File: src/rtl/srsm_pkg.sv
// Shared types, codes and microcode ROM for the section rank-to-slot map.
package srsm_pkg;

	localparam int MaxSectionsDef = 16;
	localparam int FUNC_W         = 2;
	localparam int CNT_W          = 16;
	localparam int RANK_W         = 36;
	localparam int SLOT_W         = 20;
	localparam int SLOT_TOT_W     = 21;
	localparam int STAT_W         = 2;

	localparam logic [FUNC_W-1:0] FN_APPEND = 2'd0;
	localparam logic [FUNC_W-1:0] FN_RANK   = 2'd1;
	localparam logic [FUNC_W-1:0] FN_SIZE   = 2'd2;

	localparam logic [STAT_W-1:0] ST_OK    = 2'd0;
	localparam logic [STAT_W-1:0] ST_RANGE = 2'd1;
	localparam logic [STAT_W-1:0] ST_FULL  = 2'd2;
	localparam logic [STAT_W-1:0] ST_UNUSED = 2'd3;

	typedef struct packed {
		logic [FUNC_W-1:0] func;
		logic [CNT_W-1:0]  sec_count;
		logic [CNT_W-1:0]  sec_size;
		logic [RANK_W-1:0] rank_index;
		logic [SLOT_W-1:0] slot_index;
	} cmd_word_t;

	typedef struct packed {
		logic [STAT_W-1:0] status;
		logic [SLOT_W-1:0] answer;
		logic [RANK_W-1:0] total_ranks;
		logic [SLOT_W-1:0] total_slots;
	} rsp_word_t;

	// datapath operations
	localparam logic [3:0] OP_NOP      = 4'd0;
	localparam logic [3:0] OP_CLEAR    = 4'd1;
	localparam logic [3:0] OP_APP_MUL  = 4'd2;
	localparam logic [3:0] OP_APP_ADD  = 4'd3;
	localparam logic [3:0] OP_SET_FULL = 4'd4;
	localparam logic [3:0] OP_SET_OOR  = 4'd5;
	localparam logic [3:0] OP_SPAN     = 4'd6;
	localparam logic [3:0] OP_RSTEP    = 4'd7;
	localparam logic [3:0] OP_DIV      = 4'd8;
	localparam logic [3:0] OP_RANS     = 4'd9;
	localparam logic [3:0] OP_SSTEP    = 4'd10;
	localparam logic [3:0] OP_POST     = 4'd11;

	// jump conditions
	localparam logic [3:0] C_NEVER    = 4'd0;
	localparam logic [3:0] C_ALWAYS   = 4'd1;
	localparam logic [3:0] C_ACC      = 4'd2;
	localparam logic [3:0] C_IS_RANK  = 4'd3;
	localparam logic [3:0] C_IS_SIZE  = 4'd4;
	localparam logic [3:0] C_NOT_APP  = 4'd5;
	localparam logic [3:0] C_FULL     = 4'd6;
	localparam logic [3:0] C_RANK_OOR = 4'd7;
	localparam logic [3:0] C_SLOT_OOR = 4'd8;
	localparam logic [3:0] C_WALK_END = 4'd9;
	localparam logic [3:0] C_RMISS    = 4'd10;
	localparam logic [3:0] C_SMISS    = 4'd11;
	localparam logic [3:0] C_DIV_LAST = 4'd12;
	localparam logic [3:0] C_OUT_FREE = 4'd13;

	localparam int PC_W = 5;

	// program labels
	localparam logic [PC_W-1:0] L_IDLE  = 5'd0;
	localparam logic [PC_W-1:0] L_DISP  = 5'd1;
	localparam logic [PC_W-1:0] L_DISP2 = 5'd2;
	localparam logic [PC_W-1:0] L_DISP3 = 5'd3;
	localparam logic [PC_W-1:0] L_A0    = 5'd4;
	localparam logic [PC_W-1:0] L_A1    = 5'd5;
	localparam logic [PC_W-1:0] L_A2    = 5'd6;
	localparam logic [PC_W-1:0] L_AFULL = 5'd7;
	localparam logic [PC_W-1:0] L_R0    = 5'd8;
	localparam logic [PC_W-1:0] L_RWALK = 5'd9;
	localparam logic [PC_W-1:0] L_RSPAN = 5'd10;
	localparam logic [PC_W-1:0] L_RSTEP = 5'd11;
	localparam logic [PC_W-1:0] L_DIV   = 5'd12;
	localparam logic [PC_W-1:0] L_RANS  = 5'd13;
	localparam logic [PC_W-1:0] L_S0    = 5'd14;
	localparam logic [PC_W-1:0] L_SWALK = 5'd15;
	localparam logic [PC_W-1:0] L_SSTEP = 5'd16;
	localparam logic [PC_W-1:0] L_FIN   = 5'd17;
	localparam logic [PC_W-1:0] L_OOR   = 5'd18;

	// hold: stay on this step while the condition is false
	typedef struct packed {
		logic [3:0]      op;
		logic [3:0]      cond;
		logic            hold;
		logic [PC_W-1:0] tgt;
	} uword_t;

	typedef struct packed {
		logic load;
		logic step;
	} div_ctl_t;

	function automatic uword_t ucode(input logic [PC_W-1:0] pc);
		uword_t w;
		case (pc)
			L_IDLE:  w = '{OP_CLEAR,    C_ACC,      1'b1, L_DISP};
			L_DISP:  w = '{OP_NOP,      C_IS_RANK,  1'b0, L_R0};
			L_DISP2: w = '{OP_NOP,      C_IS_SIZE,  1'b0, L_S0};
			L_DISP3: w = '{OP_NOP,      C_NOT_APP,  1'b0, L_FIN};
			L_A0:    w = '{OP_NOP,      C_FULL,     1'b0, L_AFULL};
			L_A1:    w = '{OP_APP_MUL,  C_NEVER,    1'b0, L_IDLE};
			L_A2:    w = '{OP_APP_ADD,  C_ALWAYS,   1'b0, L_FIN};
			L_AFULL: w = '{OP_SET_FULL, C_ALWAYS,   1'b0, L_FIN};
			L_R0:    w = '{OP_NOP,      C_RANK_OOR, 1'b0, L_OOR};
			L_RWALK: w = '{OP_NOP,      C_WALK_END, 1'b0, L_OOR};
			L_RSPAN: w = '{OP_SPAN,     C_NEVER,    1'b0, L_IDLE};
			L_RSTEP: w = '{OP_RSTEP,    C_RMISS,    1'b0, L_RWALK};
			L_DIV:   w = '{OP_DIV,      C_DIV_LAST, 1'b1, L_RANS};
			L_RANS:  w = '{OP_RANS,     C_ALWAYS,   1'b0, L_FIN};
			L_S0:    w = '{OP_NOP,      C_SLOT_OOR, 1'b0, L_OOR};
			L_SWALK: w = '{OP_NOP,      C_WALK_END, 1'b0, L_OOR};
			L_SSTEP: w = '{OP_SSTEP,    C_SMISS,    1'b0, L_SWALK};
			L_FIN:   w = '{OP_POST,     C_OUT_FREE, 1'b1, L_IDLE};
			L_OOR:   w = '{OP_SET_OOR,  C_ALWAYS,   1'b0, L_FIN};
			default: w = '{OP_NOP,      C_ALWAYS,   1'b0, L_IDLE};
		endcase
		return w;
	endfunction

endpackage

File: src/rtl/srsm_chan_if.sv
// Valid/ready channel carrying one word of a given payload type.
interface srsm_chan_if #(parameter type T = logic);
	logic valid;
	logic ready;
	T     data;

	modport source (output valid, output data, input ready);
	modport sink (input valid, input data, output ready);
endinterface

File: src/rtl/srsm_div.sv
// Restoring divider, one quotient bit per step, for 32/16 with a 16-bit quotient.
module srsm_div
	import srsm_pkg::*;
(
	input  logic             clk,
	input  logic             arst_n,
	input  div_ctl_t         ctl,
	input  logic [2*CNT_W-1:0] dividend,
	input  logic [CNT_W-1:0] divisor,
	output logic [CNT_W-1:0] quotient,
	output logic             last
);

	localparam int STEP_W = $clog2(CNT_W);

	logic [CNT_W-1:0]  rem_q;
	logic [CNT_W-1:0]  quo_q;
	logic [STEP_W-1:0] step_q;
	logic [CNT_W:0]    trial;
	logic [CNT_W:0]    diff;
	logic              ge;

	// remainder stays below divisor, so the trial fits one extra bit
	assign trial = {rem_q, quo_q[CNT_W-1]};
	assign diff  = trial - {1'b0, divisor};
	assign ge    = trial >= {1'b0, divisor};

	always_ff @(posedge clk or negedge arst_n) begin
		if (!arst_n) begin
			step_q <= '0;
		end else if (ctl.load) begin
			step_q <= '0;
		end else if (ctl.step) begin
			step_q <= step_q + 1'b1;
		end
	end

	always_ff @(posedge clk) begin
		if (ctl.load) begin
			rem_q <= dividend[2*CNT_W-1:CNT_W];
			quo_q <= dividend[CNT_W-1:0];
		end else if (ctl.step) begin
			rem_q <= ge ? diff[CNT_W-1:0] : trial[CNT_W-1:0];
			quo_q <= {quo_q[CNT_W-2:0], ge};
		end
	end

	assign quotient = quo_q;
	assign last     = (step_q == '1);

endmodule

File: src/rtl/section_rank_to_slot_map_core.sv
// Section rank-to-slot map: microcoded sequencer over a section table.
//
// Usage: one command word in on cmd, one response word out on rsp, both
// valid/ready, a word moving when valid and ready are high at a clock edge.
// func selects append (store count/size, bump totals), rank-to-slot, or
// slot-to-size; every response carries status, answer and the totals.
// cmd.ready is high only while the sequencer sits at its idle step, so one
// command is worked on at a time. A finished response goes into an output
// register; the next command can be taken in the following cycle, while that response waits.
// Lookup time is set by the walk over the table memory (one read port, one
// section per pass of its walk steps: check, span, step for rank-to-slot;
// check, step for slot-to-size) and the 16-step serial divider.
// Reset clears the step counter, the section count and the totals; the table
// memory holds no reset and only stored entries are ever used.
// If the output register is full and rsp.ready is low, the sequencer holds at
// its final step until that register frees up; nothing is dropped.
module section_rank_to_slot_map_core
	import srsm_pkg::*;
#(
	parameter int MAX_SECTIONS = MaxSectionsDef
) (
	input  logic        clk,
	input  logic        arst_n,
	srsm_chan_if.sink   cmd,
	srsm_chan_if.source rsp
);

	localparam int USED_W = $clog2(MAX_SECTIONS + 1);
	localparam int IDX_W  = (MAX_SECTIONS > 1) ? $clog2(MAX_SECTIONS) : 1;
	localparam int OFS_W  = RANK_W + USED_W;      // running rank offset
	localparam int POS_W  = SLOT_TOT_W + USED_W;  // running slot position
	localparam logic [USED_W-1:0] USED_MAX = USED_W'(MAX_SECTIONS);

	// sequencer
	logic [PC_W-1:0] pc_q;
	logic [PC_W-1:0] pc_d;
	uword_t          uw;
	logic            cond_true;

	// command latch
	logic [FUNC_W-1:0] func_q;
	logic [CNT_W-1:0]  cnt_q;
	logic [CNT_W-1:0]  size_q;
	logic [RANK_W-1:0] rank_q;
	logic [SLOT_W-1:0] slot_q;

	// persistent state
	logic [USED_W-1:0]     used_q;
	logic [RANK_W-1:0]     rank_total_q;
	logic [SLOT_TOT_W-1:0] slot_total_q;

	// walk datapath
	logic [USED_W-1:0]  idx_q;
	logic [USED_W-1:0]  idx_d;
	logic [2*CNT_W-1:0] rd_q;
	logic [CNT_W-1:0]   rd_cnt;
	logic [CNT_W-1:0]   rd_size;
	logic [2*CNT_W-1:0] span_q;
	logic [2*CNT_W-1:0] prod_q;
	logic [OFS_W-1:0]   offset_q;
	logic [OFS_W-1:0]   ofs_sum;
	logic [OFS_W-1:0]   rank_ext;
	logic [OFS_W-1:0]   rank_diff;
	logic [POS_W-1:0]   pos_q;
	logic [POS_W-1:0]   pos_sum;
	logic [POS_W-1:0]   ans_sum;
	logic               rhit;
	logic               shit;

	logic [STAT_W-1:0] st_q;
	logic [SLOT_W-1:0] ans_q;

	logic [RANK_W:0]     rsum;
	logic [SLOT_TOT_W:0] ssum;
	logic [SLOT_W-1:0]   slots_sat;

	// divider
	div_ctl_t         div_ctl;
	logic [CNT_W-1:0] quot;
	logic             div_last;

	// table memory: {count, size} per section
	logic [2*CNT_W-1:0] sec_mem [MAX_SECTIONS];

	// output register
	logic      rsp_valid_q;
	rsp_word_t rsp_q;
	logic      out_free;
	logic      acc;

	assign cmd.ready = (pc_q == L_IDLE);
	assign acc       = cmd.valid && cmd.ready;
	assign out_free  = !rsp_valid_q || rsp.ready;
	assign rsp.valid = rsp_valid_q;
	assign rsp.data  = rsp_q;

	assign uw = ucode(pc_q);

	assign rd_cnt    = rd_q[2*CNT_W-1:CNT_W];
	assign rd_size   = rd_q[CNT_W-1:0];
	assign rank_ext  = OFS_W'(rank_q);
	assign ofs_sum   = offset_q + OFS_W'(span_q);
	assign rank_diff = rank_ext - offset_q;
	// a zero span never holds the rank
	assign rhit      = (span_q != '0) && (ofs_sum > rank_ext);
	assign pos_sum   = pos_q + POS_W'(rd_cnt);
	assign shit      = POS_W'(slot_q) < pos_sum;
	assign ans_sum   = pos_q + POS_W'(quot);

	assign rsum      = {1'b0, rank_total_q} + (RANK_W + 1)'(prod_q);
	assign ssum      = {1'b0, slot_total_q} + (SLOT_TOT_W + 1)'(cnt_q);
	assign slots_sat = slot_total_q[SLOT_TOT_W-1] ? '1 : slot_total_q[SLOT_W-1:0];

	always_comb begin
		case (uw.cond)
			C_NEVER:    cond_true = 1'b0;
			C_ALWAYS:   cond_true = 1'b1;
			C_ACC:      cond_true = acc;
			C_IS_RANK:  cond_true = (func_q == FN_RANK);
			C_IS_SIZE:  cond_true = (func_q == FN_SIZE);
			C_NOT_APP:  cond_true = (func_q != FN_APPEND);
			C_FULL:     cond_true = (used_q == USED_MAX);
			C_RANK_OOR: cond_true = (rank_q >= rank_total_q);
			C_SLOT_OOR: cond_true = (SLOT_TOT_W'(slot_q) >= slot_total_q);
			C_WALK_END: cond_true = (idx_q == used_q);
			C_RMISS:    cond_true = !rhit;
			C_SMISS:    cond_true = !shit;
			C_DIV_LAST: cond_true = div_last;
			C_OUT_FREE: cond_true = out_free;
			default:    cond_true = 1'b0;
		endcase
	end

	always_comb begin
		if (cond_true) begin
			pc_d = uw.tgt;
		end else if (uw.hold) begin
			pc_d = pc_q;
		end else begin
			pc_d = pc_q + 1'b1;
		end
	end

	always_ff @(posedge clk or negedge arst_n) begin
		if (!arst_n) begin
			pc_q <= L_IDLE;
		end else begin
			pc_q <= pc_d;
		end
	end

	// next walk index; the memory is read at it so rd_q tracks idx_q
	always_comb begin
		idx_d = idx_q;
		case (uw.op)
			OP_CLEAR: idx_d = '0;
			OP_RSTEP: if (!rhit) idx_d = idx_q + 1'b1;
			OP_SSTEP: if (!shit) idx_d = idx_q + 1'b1;
			default:  idx_d = idx_q;
		endcase
	end

	always_ff @(posedge clk) begin
		if (uw.op == OP_APP_MUL) begin
			sec_mem[used_q[IDX_W-1:0]] <= {cnt_q, size_q};
		end
		rd_q <= sec_mem[idx_d[IDX_W-1:0]];
	end

	always_ff @(posedge clk) begin
		if (acc) begin
			func_q <= cmd.data.func;
			cnt_q  <= cmd.data.sec_count;
			size_q <= cmd.data.sec_size;
			rank_q <= cmd.data.rank_index;
			slot_q <= cmd.data.slot_index;
		end
	end

	// totals and section count
	always_ff @(posedge clk or negedge arst_n) begin
		if (!arst_n) begin
			used_q       <= '0;
			rank_total_q <= '0;
			slot_total_q <= '0;
		end else begin
			case (uw.op)
				OP_APP_MUL: used_q <= used_q + 1'b1;
				OP_APP_ADD: begin
					rank_total_q <= rsum[RANK_W] ? '1 : rsum[RANK_W-1:0];
					slot_total_q <= ssum[SLOT_TOT_W] ? '1 : ssum[SLOT_TOT_W-1:0];
				end
				default: ;
			endcase
		end
	end

	// walk and answer datapath
	always_ff @(posedge clk) begin
		idx_q <= idx_d;
		case (uw.op)
			OP_CLEAR: begin
				offset_q <= '0;
				pos_q    <= '0;
				st_q     <= ST_OK;
				ans_q    <= '0;
			end
			OP_APP_MUL:  prod_q <= cnt_q * size_q;
			OP_SET_FULL: st_q <= ST_FULL;
			OP_SET_OOR:  st_q <= ST_RANGE;
			OP_SPAN:     span_q <= rd_cnt * rd_size;
			OP_RSTEP: begin
				if (!rhit) begin
					offset_q <= ofs_sum;
					pos_q    <= pos_sum;
				end
			end
			OP_RANS: ans_q <= ans_sum[SLOT_W-1:0];
			OP_SSTEP: begin
				if (shit) begin
					ans_q <= SLOT_W'(rd_size);
				end else begin
					pos_q <= pos_sum;
				end
			end
			default: ;
		endcase
	end

	assign div_ctl.load = (uw.op == OP_RSTEP) && rhit;
	assign div_ctl.step = (uw.op == OP_DIV);

	srsm_div u_div (
		.clk      (clk),
		.arst_n   (arst_n),
		.ctl      (div_ctl),
		.dividend (rank_diff[2*CNT_W-1:0]),
		.divisor  (rd_size),
		.quotient (quot),
		.last     (div_last)
	);

	// response register
	always_ff @(posedge clk or negedge arst_n) begin
		if (!arst_n) begin
			rsp_valid_q <= 1'b0;
		end else if ((uw.op == OP_POST) && out_free) begin
			rsp_valid_q <= 1'b1;
		end else if (rsp.ready) begin
			rsp_valid_q <= 1'b0;
		end
	end

	always_ff @(posedge clk) begin
		if ((uw.op == OP_POST) && out_free) begin
			rsp_q.status      <= st_q;
			rsp_q.answer      <= ans_q;
			rsp_q.total_ranks <= rank_total_q;
			rsp_q.total_slots <= slots_sat;
		end
	end

endmodule

File: src/flat_wrapper.sv
// flat-port wrapper written by rule: the top's interface ports become plain ports
module section_rank_to_slot_map_core_flat import srsm_pkg::*;
#(
	parameter int MAX_SECTIONS = MaxSectionsDef
)
  (clk, arst_n, cmd_valid, cmd_data, cmd_ready, rsp_valid, rsp_data, rsp_ready);
  srsm_chan_if #(.T(cmd_word_t)) cmd_i ();
  srsm_chan_if #(.T(rsp_word_t)) rsp_i ();
  input  logic clk;
  input  logic arst_n;
  input wire logic [$bits(cmd_i.valid)-1:0] cmd_valid;
  input wire logic [$bits(cmd_i.data)-1:0] cmd_data;
  output wire logic [$bits(cmd_i.ready)-1:0] cmd_ready;
  output wire logic [$bits(rsp_i.valid)-1:0] rsp_valid;
  output wire logic [$bits(rsp_i.data)-1:0] rsp_data;
  input wire logic [$bits(rsp_i.ready)-1:0] rsp_ready;
  assign cmd_i.valid = cmd_valid;
  assign cmd_i.data = cmd_data;
  assign cmd_ready = cmd_i.ready;
  assign rsp_valid = rsp_i.valid;
  assign rsp_data = rsp_i.data;
  assign rsp_i.ready = rsp_ready;
  section_rank_to_slot_map_core #(.MAX_SECTIONS(MAX_SECTIONS)) u_core (.clk(clk), .arst_n(arst_n), .cmd(cmd_i), .rsp(rsp_i));
endmodule
File: config.mk
export PLATFORM = sky130hd
export DESIGN_NAME = section_rank_to_slot_map_core_flat
export DESIGN_NICKNAME = d
export VERILOG_FILES = /design/src/rtl/srsm_pkg.sv /design/src/rtl/srsm_chan_if.sv /design/src/rtl/srsm_div.sv /design/src/rtl/section_rank_to_slot_map_core.sv /design/src/flat_wrapper.sv
export SDC_FILE = /design/constraint.sdc
export NUM_CORES = 2
export LEC_CHECK = 0
export BUFFER_PORTS_ARGS = -buffer_cell sky130_fd_sc_hd__buf_2
export CAP_MARGIN = 20
export CORE_UTILIZATION = 50
export DETAILED_ROUTE_END_ITERATION = 8
export PLACE_DENSITY = 0.69
export REMOVE_ABC_BUFFERS = 1
export SYNTH_ARGS = -nofsm -noshare
export SYNTH_HDL_FRONTEND = slang
export SYNTH_SLANG_ARGS = --single-unit
File: constraint.sdc
create_clock -name clk -period 6.7 [get_ports clk]
set_input_delay 1.34 -clock clk [delete_from_list [all_inputs] [get_ports clk]]
set_output_delay 1.34 -clock clk [all_outputs]
set_load 0.03 [all_outputs]
Word-level counts from Yosys, hierarchy flattened. Memory sizes are Yosys's and may differ from the RTL's. A register that Yosys moved wholly into a read port is not among the register bits. Index checks and enable logic that the tools add are counted.

Add/sub/neg operators: 11. Multipliers: 2. Magnitude comparators: 5. Equality and inequality tests: 33. Muxes and demuxes: 27. Reductions and logical operators: 20.

Operators by type and width (number): one-hot mux 41 bit (2 select lines) (1); two-way mux 16 bit (5); one-hot mux 26 bit (3 select lines) (1); multiplier 16 x 16 -> 32 bit (2); one-hot mux 20 bit (3 select lines) (1); two-way mux 26 bit (2); == test 4 bit, second input constant (11); adder 41 x 32 -> 41 bit (1); greater-than comparator 41 x 36 -> 1 bit (1); two-way mux 41 bit (1); adder 36 x 32 -> 37 bit (1); >= comparator 36 bit (1); two-way mux 36 bit (1); == test 4 x 3 -> 1 bit, second input constant (8); nonzero test 32 bit (1); subtractor 32 bit (1); adder 26 x 16 -> 26 bit (1); less-than comparator 20 x 26 -> 1 bit (1); adder 21 x 16 -> 22 bit (1); >= comparator 20 x 21 -> 1 bit (1); two-way mux 21 bit (1); adder 20 x 16 -> 20 bit (1); two-way mux 20 bit (1); two-way mux 5 bit (4); other kinds (25) (48).

Register bits after elaboration: 430. RAM bits: 512. ROM bits: 448. Output and inout port bits: 80. Memories: 2.

Memories: u_core.sec_mem (depth 16, bits a word 32, read ports 1, clocked after Yosys merged registers in 1, wr ports 1, RTL line section_rank_to_slot_map_core.sv:83) `logic [2*CNT_W-1:0] sec_mem [MAX_SECTIONS];`; (no name shown) (depth 32, bits a word 14, read ports 1, clocked after Yosys merged registers in 0, wr ports 0, RTL line srsm_pkg.sv:104) `case (pc)`.

Logic depth before layout (Yosys ltp).
Depth after elaboration: 6. Depth in mapped cells: 31.

Modules after synthesis. From an unflattened synthesis, not the netlist that was laid out.

Cells, all modules: 5984. Area, all modules: 65327.7 sq um.

Modules (own cells, without submodules): section_rank_to_slot_map_core (times used 1, cells an instance 5752, area each 62857.8 sq um); srsm_div (times used 1, cells an instance 232, area each 2469.9 sq um).

Worst setup path after synthesis. No wires, ideal clock.

Path type: register to register. From: reg u_core.cnt_q[6]. To: reg u_core.prod_q[31] (data pin). Library setup time: 0.260 ns. Arrival time: 6.595 ns. Required time: 6.440 ns. Setup slack: -0.155 ns. Cell stages (with the launch flop): 25. Buffers on the path: 1. Path through: edfxtp_1 > clkbuf_1 > nand2_1 > fa_1 > inv_1 > fa_1 > fa_1 > fa_1 > inv_1 > fa_1 > inv_1 > fa_1 > ha_1 > nand3_1 > nand2_1 > a41o_1 > o41ai_1 > o211a_1 > a311oi_1 > o311a_1 > o21a_1 > o21ai_0 > nand2b_1 > a21oi_1 > xnor2_1.

Cells in the longest elaborated chain, start to end: 1.

RTL lines: start: declaration (RTL line section_rank_to_slot_map_core.sv:42) `logic [CNT_W-1:0] cnt_q;`; start signal: assignment (RTL line section_rank_to_slot_map_core.sv:173) `cnt_q <= cmd.data.sec_count;`; multiplier 16 x 16 -> 32 bit (RTL line section_rank_to_slot_map_core.sv:208) `OP_APP_MUL: prod_q <= cnt_q * size_q;`; end signal: assignment (RTL line section_rank_to_slot_map_core.sv:208); end: declaration (RTL line section_rank_to_slot_map_core.sv:59) `logic [2*CNT_W-1:0] prod_q;`.

No other way between the ends. A chain may end at the register's enable or synchronous reset.

Final worst setup path.
From: reg u_core.rd_q[3] (read register of u_core.sec_mem). To: reg u_core.span_q[31] (data pin).

Cells in the longest elaborated chain, start to end: 1.

RTL lines: start: declaration (RTL line section_rank_to_slot_map_core.sv:55) `logic [2*CNT_W-1:0] rd_q;`; multiplier 16 x 16 -> 32 bit (RTL line section_rank_to_slot_map_core.sv:211) `OP_SPAN: span_q <= rd_cnt * rd_size;`; end signal: assignment (RTL line section_rank_to_slot_map_core.sv:211); end: declaration (RTL line section_rank_to_slot_map_core.sv:58) `logic [2*CNT_W-1:0] span_q;`.

No other way between the ends.

==> flow_metrics.py <==
metrics = {
    "sta": {
        "finalCritPeriodShare": 0.9732,
        "setup_slack_ns": 0.1794,
        "min_period_ns": 6.521,
        "hold_viol": 0,
        "maxSlewHeadroom": 0.2149,
        "clock_skew_ns": 0.05205,
        "finalSetupViolCount": 0,
        "clock.fmax_mhz": 153.4,
        "final_max_slew_viol_count": 0,
        "tightest_slew_ns": 1.165,
    },
    "floorplan": {
        "dieArea_um2": 128000,
        "die_w_um": 357.7,
        "num_rows": 130,
        "die_h_um": 357.7,
        "initial_core_util": 0.5039,
        "core_area_um2": 125600,
        "pin_count": 174,
    },
    "global_routing": {
        "grt_pass1_wl_um": 264800,
        "grt_use_total": 0.2747,
        "antenna_found_initial": 7,
        "overflow": 0,
        "grt_pass1_vias": 44350,
        "grt_max_degree": 82,
    },
    "routing": {
        "num_vias": 44760,
        "first_pass_iters": 5,
        "wl_um": 175300,
        "viasPerCell": 5.744,
        "drtAntennaViolNets": 0,
        "drtIter0Drc": 4404,
        "drc_errors": 0,
        "wl_per_cell_um": 22.50,
    },
    "synth": {
        "ys_seq_elements": 974,
        "ys.flop_type": "edfxtp_1",
        "ys_seq_area_frac": 0.4509,
        "syn_inst": 5666,
        "synth_edf_count": 866,
        "syn_area_per_cell_um2": 11.17,
        "synthDistinctLibCells": 94,
        "syn_area_um2": 63270,
        "postSynth.asyncResetShare": 0.07392,
        "ys.warnings.count": 0,
    },
    "finish": {
        "final_core_util": 0.5749,
        "synthToLayoutAreaGrowth_pct": 14.09,
        "final_cell_mix": "edfxtp_1 (866), nand2_1 (805), inv_1 (647)",
        "nFillCells": 10430,
        "drive_above_1_share": 0.1356,
        "fin_nets": 7033,
        "layout_commonest_cell": "edfxtp_1",
    },
    "setup_path": {
        "crit_type": "reg2reg",
        "startpoint_type": "flip-flop",
        "r2r_slack_ns": 0.18,
        "worstSetupEndpointType": "flip-flop",
        "path_max_fanout": 11,
        "worstPathArrival_ns": 6.99,
        "worst_ep_required_time_ns": 7.17,
    },
    "placed_design": {
        "post-dp-hpwl_um": 129500,
        "dp_slack_ns": -0.1793,
        "port_buffers": 173,
        "gp_congestion": 0.9641,
    },
    "clock_tree": {
        "cts_hold_buf": 0,
        "cts_tree": "built",
        "clock_path_buffers": 3,
        "cts_root_buf": "clkbuf_16",
        "cts_sinks": 974,
        "clock_latency_ns": 0.76,
        "cts-htree-levels": 3,
        "numCtsBuffers": 106,
        "clk_pin_slew_worst_paths_ns": 0.06,
    },
    "hold_path": {
        "hp-class": "reg2reg",
    },
    "status": {
        "status": "completed",
    },
    "job": {
        "drv_cap": 0,
    },
}
==> sequential cells by signal, indices dropped and copies added (netlist names), 21 cells and up <==
| name | count |
|---|---|
| u_core.offset_q | 41 |
| u_core.pos_q | 26 |
| u_core.prod_q | 32 |
| u_core.rank_q | 36 |
| u_core.rank_total_q | 36 |
| u_core.rd_q | 32 |
| u_core.rsp.data | 78 |
| u_core.sec_mem | 512 |
| u_core.slot_total_q | 21 |
| u_core.span_q | 32 |
==> metal layers <==
metal / vias up / global-route usage / routed length (um)
li1: 20430 / - / -
met1: 22170 / 0.3799 / 72930
met2: 1845 / 0.4393 / 81210
met3: 317 / 0.04270 / 14620
met4: 0 / 0.09957 / 6558
met5: - / 0 / 0
==> critical path, cell delays in order (launching register included) <==
cell and delay [ns]:
dfxtp_2 0.43, buf_6 0.22, nand2_1 0.10, fa_1 0.55, inv_1 0.05, fa_1 0.46
fa_1 0.48, fa_1 0.49, inv_1 0.06, fa_1 0.54, inv_1 0.06, fa_1 0.54
ha_2 0.32, nand3_1 0.10, o2111a_1 0.23, o31ai_2 0.11, o211a_1 0.23, o21a_1 0.20
o21a_1 0.19, or4_4 0.42, a31o_2 0.25, a21oi_2 0.14, xnor2_1 0.07
==> metrics by stage <==
stage	std cells	setup TNS (ns)	hold slack [ns]	cell area [um2]
after floorplan	5458	-85.13	0.4003	62350
after detailed placement	7580	-0.3104	0.4045	68040
after CTS	7775	0	0.4193	71680
final	7793	0	0.4178	72190
after global placement	7580	-0.08187	0.4031	68040
after global routing	7791	-0.4046	0.4254	72180
==> final cells by class <==
cell class                      count  area, um2  area share
Timing Repair Buffer              488       3735     0.05174
Clock inverter                     55      663.1    0.009186
Inverter                          652       2452     0.03397
Multi-Input combinational cell   3832      31800      0.4405
Sequential cell                   974      28580      0.3959
Tap cell                         1650       2064     0.02860
Antenna cell                        2      5.005  0.00006933
Clock buffer                      140       2892     0.04006
==> worst paths after layout <==
kind,start,end,cells past startpoint
max,u_core.rd_q[3],u_core.span_q[31],22
min in group asynchronous,arst_n,u_core.slot_total_q[18],1
min reg2reg,u_core.ans_q[18],u_core.rsp.data[74],0
min,u_core.ans_q[18],u_core.rsp.data[74],0
max in group asynchronous,arst_n,u_core.rank_total_q[2],2
max reg2reg,u_core.rd_q[3],u_core.span_q[31],22
==> logic make-up after synthesis <==
group	synth area share
AND/OR/NAND/NOR	0.1273
flip-flops	0.4509
AO/OA/AOI/OAI	0.09747
adder cells (fa/ha/maj)	0.2219
buffers and inverters	0.05316
XOR/XNOR	0.02935
multiplexers	0.01997
==> cell usage after synthesis, types with 9 or more instances <==
master | n | area share
o21bai_1 | 31 | 0.0037
dfxtp_1 | 36 | 0.011
a21o_1 | 92 | 0.011
nand3_1 | 52 | 0.0041
clkbuf_1 | 143 | 0.0085
mux2_2 | 44 | 0.0078
and2_1 | 261 | 0.026
o31ai_1 | 16 | 0.0019
a211oi_1 | 50 | 0.0059
a21oi_1 | 195 | 0.015
nor4_1 | 15 | 0.0015
edfxtp_1 | 866 | 0.41
fa_1 | 395 | 0.12
o21ai_0 | 166 | 0.013
a21boi_0 | 14 | 0.0017
nand2_1 | 805 | 0.048
nand2b_1 | 45 | 0.0044
o21a_1 | 43 | 0.0051
xor2_1 | 65 | 0.0090
nand4_1 | 32 | 0.0032
a221o_1 | 33 | 0.0052
or2_2 | 12 | 0.0012
buf_2 | 48 | 0.0038
nor2_1 | 206 | 0.012
buf_6 | 9 | 0.0016
a22o_1 | 16 | 0.0022
or3_1 | 21 | 0.0021
inv_1 | 648 | 0.038
o32ai_1 | 34 | 0.0047
nor2b_1 | 42 | 0.0042
and2_0 | 10 | 0.00099
nor3_1 | 58 | 0.0046
o211ai_1 | 13 | 0.0015
mux2i_1 | 73 | 0.012
ha_1 | 490 | 0.097
and3_1 | 113 | 0.011
xnor2_1 | 147 | 0.020
dfrtp_1 | 72 | 0.028
a31oi_1 | 107 | 0.011
==> repair_timing <==
action | CTS | global route
cloned | 0 | 1
pin swaps | 0 | 11
resized for setup | 33 | 88
setup endpoints to repair | 4 | 38
buffers inserted | 0 | 14
Power is left out: the tool's default activity adds up to more than one toggle a clock period on the data nets, which glitch-free logic cannot reach.
